`config.mk`:
```
export PLATFORM = sky130hd
export DESIGN_NAME = bpa_run_finder
export DESIGN_NICKNAME = d
export VERILOG_FILES = /design/src/bpa_run_finder.sv
export SDC_FILE = /design/constraint.sdc
export NUM_CORES = 2
export LEC_CHECK = 0
export ABC_CLOCK_PERIOD_IN_PS = 13500
export BUFFER_PORTS_ARGS = -buffer_cell sky130_fd_sc_hd__buf_2
export CAP_MARGIN = 20
export CORE_MARGIN = 2
export CORE_UTILIZATION = 40
export DETAILED_ROUTE_END_ITERATION = 6
export PLACE_DENSITY_LB_ADDON = 0.08
export SYNTH_ARGS = -nofsm -noshare
export SYNTH_HDL_FRONTEND = slang
export SYNTH_SLANG_ARGS = --single-unit
```
`constraint.sdc`:
```
create_clock -name vclk -period 13.5
set_input_delay 1.35 -clock vclk [all_inputs]
set_output_delay 1.35 -clock vclk [all_outputs]
set_load 0.02 [all_outputs]
```
`src/bpa_run_finder.sv`:
```
// Per-word first-fit step: extends the free run carried in from lower words.
// Depends on nothing but its parameters.
module bpa_run_finder #(
  parameter int W  = 32,
  parameter int CW = 13
) (
  input  logic [W-1:0]  used_word,
  input  logic [CW:0]   page_base,
  input  logic [CW-1:0] active_pages,
  input  logic [CW-1:0] need,
  input  logic [CW-1:0] run_in,
  output logic          hit,
  output logic [CW-1:0] hit_start,
  output logic [CW-1:0] run_out
);

  logic [W-1:0]  occ;
  logic [CW+1:0] len [W];
  logic [CW+1:0] start_sum;

  always_comb begin
    // Pages beyond the managed range count as used.
    for (int b = 0; b < W; b++) begin
      occ[b] = used_word[b] |
               (({1'b0, page_base} + (CW+2)'(b)) >= (CW+2)'(active_pages));
    end
    // Free run length ending at each bit: from the nearest used bit below it,
    // or through the run carried in when the word is free up to that bit.
    for (int b = 0; b < W; b++) begin
      len[b] = (CW+2)'(run_in) + (CW+2)'(b + 1);
      for (int k = 0; k < W; k++) begin
        if (k <= b && occ[k]) begin
          len[b] = (CW+2)'(b - k);
        end
      end
    end
    hit = 1'b0;
    start_sum = '0;
    for (int b = W - 1; b >= 0; b--) begin
      if (len[b] >= (CW+2)'(need)) begin
        hit = 1'b1;
        start_sum = {1'b0, page_base} + (CW+2)'(b + 1) - (CW+2)'(need);
      end
    end
    hit_start = start_sum[CW-1:0];
    run_out = len[W-1][CW-1:0];
  end

endmodule

```
==> impl_metrics.json <==
{
  "syn_area_mm2": 0.04442,
  "yosys_warnings": 0,
  "routedWlPerCell_um": 35.21,
  "holdWs_ns": 3.446,
  "grt_pass1_vias": 48554,
  "critPathMaxStageDelay_ns": 0.73,
  "cp.required_ns": 12.15,
  "cp_max_fo": 18,
  "dieArea_mm2": 0.1137,
  "startpoint_type": "primary input",
  "worst_slew_pin_slew_ns": 1.284,
  "drtAntennaViolNets": 0,
  "rows": 122,
  "dp_hpwl_mm": 226.0,
  "crit_path_top_delay_cell": "a221oi_2",
  "grt_start_max_net_pins": 41,
  "flops_and_latches": 0,
  "worstPathArrival_ns": 12.06,
  "status": "finished, final reports clean",
  "maxCapViolations": 0,
  "grt-busiest-layer": "met2",
  "first_iter_violations": 6092,
  "coreArea_mm2": 0.1104,
  "holdPathStages": 6,
  "layout_commonest_cell": "ha_1",
  "place_congestion": 1.105,
  "setup-violations-final": 0,
  "hold_buffers": 0,
  "drcViolationCount": 0,
  "fin_nets": 7576,
  "period_share_pct": 99.30,
  "overflow": 0,
  "die_w_um": 337.2,
  "fin_area_mm2": 0.04838,
  "slew_headroom_pct": 14.41,
  "grt_pass1_wl_mm": 379.2,
  "rsz0062_at_grt": "false",
  "worstSetupPathType": "in2out",
  "met3_usage_pct": 7.199,
  "place_area_mm2": 0.04826,
  "drive_gt1_share_pct": 8.471,
  "seq_area_frac_synth_pct": 0,
  "die_h_um": 337.2,
  "track_usage_pct": 47.20,
  "slew_violations": 0,
  "routed_wl_mm": 278.2,
  "setup.worst_path.end_class": "output pin",
  "port_buffers": 112,
  "final_cell_mix": "ha_1 (1,069), nor2_1 (846), xnor2_1 (501)",
  "hold_path.class": "in2out",
  "vias": 52323,
  "finalHoldViolations": 0,
  "groute.layer.met2.usage_pct": 72.30,
  "start_util_pct": 40.25,
  "syn2layout_area_growth_pct": 8.927,
  "syn_avg_cell_area_um2": 7.116,
  "dr.pass1.iters": 6,
  "synth_cells": 6242,
  "antenna_found_initial": 14,
  "max_freq_mhz": 74.59,
  "io-pin-count": 112,
  "fin_crit_ns": 13.41,
  "crit_top_cell": "buf_4",
  "regArea_um2": 0,
  "via_per_inst": 6.621,
  "nClkBuffers": 0,
  "gr-usage-met1_pct": 59.00,
  "synth_nets": 7406,
  "synth_cell_types": 98
}
layout make-up:
| cell class | count | area (um2) |
|---|---|---|
| inverter | 213 | 820.8 |
| antenna | 4 | 10.01 |
| fill | 11811 | 61980 |
| multi-input combinational | 5777 | 42770 |
| timing repair buffer | 420 | 2922 |
| tap | 1488 | 1862 |
routing by layer:
metal | share of wire, % | routed length, um | vias to the layer above
met5 | 0.020 | 57 | -
met4 | 9.6 | 26780 | 8
met3 | 9.2 | 25720 | 924
li1 | - | - | 23177
met2 | 42 | 116300 | 3342
met1 | 39 | 109400 | 24872
critical path: cells and delay by family:
kind | cells | cell delay [ns]
simple gates | 10 | 3.42
xor+xnor | 1 | 0.51
compound gates | 10 | 3.82
buf+inv | 8 | 1.71
fa+ha+maj | 3 | 1.19
final timing paths:
path / from / endpoint / slack, ns
worst min-delay path: used_word[30] / run_out[1] / 3.45
worst max-delay path: page_base[1] / hit_start[4] / 0.09
Yosys cell counts, types with 114 or more instances:
cell	n	area [um2]
ha_1	1069	13380
nor2_1	846	3176
xnor2_1	502	4397
nand2_1	421	1580
a21oi_1	414	2072
xor2_1	349	3057
o21ai_0	326	1632
a21o_1	238	1787
inv_1	209	784.5
clkbuf_1	203	762.0
nor3_1	160	800.8
nand3_1	145	725.7
a211oi_1	114	855.8
through the flow:
step	worst slack [ns]	instances	TNS (ns)	utilization, %
floorplan	2.385	6242	0	-
finish	0.09391	7902	0	43.84
global route	0.06184	7898	0	43.83
detailed placement	-0.2549	7889	-0.5964	43.72
global placement	-0.1941	7887	-0.2449	43.69
CTS	0.1085	7889	0	43.73
logic make-up (layout without fill, tap and decap cells):
family,count (synthesis),in the layout,share of synthesized area [%]
xor+xnor,851,851,16.78
buf+inv,465,633,4.048
mux,9,9,0.2084
fa+ha+maj,1079,1079,30.56
simple gates,2044,2044,21.19
compound gates,1794,1794,27.22
other cells,0,4,0
what timing repair did:
item                       CTS  global route
resized for setup            2             8
buffers inserted             0             3
setup endpoints to repair    6            11
