**src/bpa_ram.sv**
```systemverilog
// Generic simple dual-port RAM with one write port and a registered read port.
// No dependencies.
module bpa_ram #(
  parameter int WIDTH = 32,
  parameter int DEPTH = 128
) (
  input  logic                                 clk,
  input  logic                                 we,
  input  logic [(DEPTH > 1 ? $clog2(DEPTH) : 1)-1:0] waddr,
  input  logic [WIDTH-1:0]                     wdata,
  input  logic                                 re,
  input  logic [(DEPTH > 1 ? $clog2(DEPTH) : 1)-1:0] raddr,
  output logic [WIDTH-1:0]                     rdata
);

  logic [WIDTH-1:0] mem [DEPTH];

  always_ff @(posedge clk) begin
    if (we) begin
      mem[waddr] <= wdata;
    end
    if (re) begin
      rdata <= mem[raddr];
    end
  end

endmodule

```
**config.mk**
```make
export PLATFORM = sky130hd
export DESIGN_NAME = bpa_ram
export DESIGN_NICKNAME = d
export VERILOG_FILES = /design/src/bpa_ram.sv
export SDC_FILE = /design/constraint.sdc
export NUM_CORES = 2
export LEC_CHECK = 0
export BUFFER_PORTS_ARGS = -buffer_cell sky130_fd_sc_hd__buf_2
export CAP_MARGIN = 20
export CORE_MARGIN = 2
export CORE_UTILIZATION = 50
export DETAILED_ROUTE_END_ITERATION = 7
export GPL_ROUTABILITY_DRIVEN = 1
export PLACE_DENSITY = 0.75
export SLEW_MARGIN = 10
export SYNTH_ARGS = -nofsm -noshare
export SYNTH_HDL_FRONTEND = slang
export SYNTH_SLANG_ARGS = --single-unit
```
**constraint.sdc**
```tcl
create_clock -name clk -period 4 [get_ports clk]
set_input_delay 0.4 -clock clk [delete_from_list [all_inputs] [get_ports clk]]
set_output_delay 0.4 -clock clk [all_outputs]
set_load 0.03 [all_outputs]
```
==> run summary <==
==================================================================================================
Routed length per instance                                                                 39.1 um
Netlist area before placement                                                          0.157 sq mm
Clock buffers created by TritonCTS                                                             391
Critical-path maximum fanout                                                                    22
Core ar.                                                                               0.312 sq mm
Actual transition at the worst max-transition pin                                          1.18 ns
Initial drt markers                                                                          13500
Fmax                                                                                       323 MHz
Tightest hold margin                                                                     0.0136 ns
Final worst path period share                                                                77.3%
Arrival time reported for the critical path endpoint                                       3.72 ns
Num ports                                                                                       81
Register area share after synthesis                                                          79.2%
Startpoint of the worst setup timing path                                                 raddr[0]
Die height                                                                                  564 um
Total Routed Length                                                                      432000 um
GPL Wtd Cong                                                                                 0.829
Power consumption                                                                          89.9 mW
GR Util met3                                                                                 6.96%
Pin count of the biggest net entering global routing                                           111
Setup bufs post-CTS                                                                              0
Via count of the first global-routing pass                                                   75100
Async S/R FF share, synth                                                                       0%
Setup slack, reg-to-reg                                                                    1.12 ns
Crit path capture type                                                                    register
Total nets after synthesis                                                                    6039
Clock tree from TritonCTS                                                                      yes
Result of the run                                                                        completed
Setup crit start kind                                                                 primary input
Power per standard cell area                                                           501 mW/mm^2
Count of unique library cells instantiated by Yosys                                             16
DR vias/cell                                                                                  6.71
Number of inserted filler cells in the final layout                                          20700
Share of the core filled with cells                                                          57.5%
Area grow syn2layout                                                                         14.5%
Met2 Use GR                                                                                  43.8%
Number of gates resized after CTS                                                                0
DRT Pass-1 Iters                                                                                 8
GRT busiest layer                                                                             met2
HPWL reported at the end of detailed placement                                           228000 um
Maximum count of clock buffers along a single path                                               4
Number of antenna violations at the first check in global routing                               69
Row count                                                                                      205
Reg-to-Reg Start                                                                       mem[45][11]
Number of failing setup endpoints in the final timing report                                     0
Clk_lat worst skew                                                                         0.94 ns
Total of max-cap violations                                                                      0
Startpoint-to-endpoint class of the critical path                                     primary input to register
CTS root buf                                                                             clkbuf_16
Static leakage power                                                                       54.9 nW
End of the critical path                                                                 rdata[11]
Final Skew                                                                               0.0687 ns
GRT Total Usage                                                                              27.1%
Setup repair after global routing missed its margin                                             no
Initial cell density of the core                                                             50.2%
Clock transition time at the flip-flop clock pins of the worst setup and hold paths        0.06 ns
Total die area                                                                         0.318 sq mm
Ys flop type                                                                              edfxtp_1
Depth of the worst register-to-register path                                                     4
Setup TNS                                                                                     0 ns
Number of remaining DRC errors                                                                   0
Vias after detailed routing                                                                  74200
Number of H-tree levels                                                                          5
Wire length of the first global-routing pass                                             596000 um
Post-route ant nets                                                                              0
Fin. Hold Viols                                                                                  0
Type of the most critical hold path                                                   primary input to register
Tightest slew margin relative to the limit                                                   21.3%
Yosys warnings                                                                                   0
Required @ worst endpoint                                                                  4.62 ns
Port-buffer cells                                                                               80
Overall die width                                                                           564 um
Avg Cell Area, Syn                                                                      26.1 sq um
Share of post-route cells with drive strength above 1                                        36.8%
#FFs+latches synth                                                                            4128
Total global routing overflow                                                                    0
Nets@finish                                                                                   6575
Clock tree sinks                                                                              4128
Number of synthesized flops with an enable pin                                                4128
Routing usage on met1                                                                        35.0%
Post-synthesis instance total                                                                 5990
Min Clock Period, post-route                                                               3.09 ns
Number of pins exceeding their max-slew limit in the final report                                0
Reg2Reg Capture Point                                                                    rdata[11]
Peak ir drop on the vdd network                                                             396 uV
==================================================================================================
[registers in the layout, indices dropped and copies added (netlist names)]
| name | cells |
|---|---|
| mem | 4096 |
| rdata | 32 |
[area by class of cell]
class                           count  area [sq um]  area share, %
Clock inverter                    254          2580           1.44
Clock buffer                      460         10100           5.61
Sequential cell                  4128        124000           69.1
Antenna cell                       67           168         0.0935
Timing Repair Buffer              459          5060           2.82
Tap cell                         4140          5180           2.89
Multi-Input combinational cell   1546         32300           18.0
[cell families after synthesis]
logic type             after synthesis  share of synthesized area [%]
buffers and inverters              316                          0.837
flip-flops                        4128                           79.2
AND/OR/NAND/NOR                    170                          0.445
multiplexers                      1376                           19.6
[layout by cell type (no fill, tap or decap), drive strengths merged]
cell type    instances
edfxtp            4128
mux4              1344
clkbuf             460
buf                453
clkinv             182
nor2               122
diode               67
bufinv              43
mux2                32
clkinvlp            15
nand2               14
inv                 14
nand3               12
nor3                 9
nor2b                7
dlygate4sd3          6
nand4                3
nand2b               2
or3                  1
[per-stage QoR]
| stage | cells | setup slack, ns | area, sq um |
|---|---|---|---|
| finish | 11100 | 0.908 | 179000 |
| global route | 11000 | 0.995 | 179000 |
| CTS | 11000 | 1.03 | 179000 |
| detailed placement | 10300 | 0.121 | 166000 |
| global placement | 10300 | 0.132 | 166000 |
| floorplan | 5990 | 0.361 | 157000 |
[worst max-delay path: stages]
cell and delay (ns):
buf_12 0.27, buf_12 0.23, buf_12 0.20, buf_4 0.30
mux4_2 0.56, mux4_2 0.50, mux4_2 0.68, mux2_2 0.42
[routing by layer]
layer / wire (um) / vias up
li1: - / 27500
met1: 140000 / 39400
met2: 211000 / 6176
met3: 58200 / 992
met4: 22100 / 34
met5: 233 / -
[timing repair]
item                                   CTS  global route
setup endpoints to repair                0             0
hold buffers                             1             5
endpoints found under the hold margin    1           120
[cells in the mapped netlist, types with 3 or more instances]
library cell     n  area share, %
edfxtp_1      4128             79
buf_1           50           0.12
buf_2           79           0.25
nand4_1          3          0.012
nor2b_1          7          0.028
nor3_1           9          0.029
buf_4            3          0.014
nand2_1         14          0.034
mux2_2          32           0.23
clkbuf_1       182           0.44
nor2_1         122           0.29
nand3_1         12          0.038
mux4_2        1344             19
[power breakdown]
group / leakage (nW) / internal (mW) / switching (mW)
Combinational: 11.6 / 1.88 / 3.01
Sequential: 37.1 / 47.8 / 0.179
Clock: 6.17 / 20.9 / 16.2
Total: 54.9 / 70.6 / 19.3
[worst min path at each step]
stage / start / cells past startpoint / slack (ns) / to
after floorplan: wdata[0] / 0 / 0.50 / mem[0][0]
after global placement: rdata[11] / 1 / 0.93 / rdata[11]
after detailed placement: rdata[11] / 1 / 0.89 / rdata[11]
after CTS: wdata[10] / 1 / 0.005 / mem[91][10]
after global routing: wdata[11] / 1 / 0.02 / mem[120][11]
final: wdata[11] / 1 / 0.01 / mem[120][11]
Note: power is estimated with default switching activity, not from simulation.
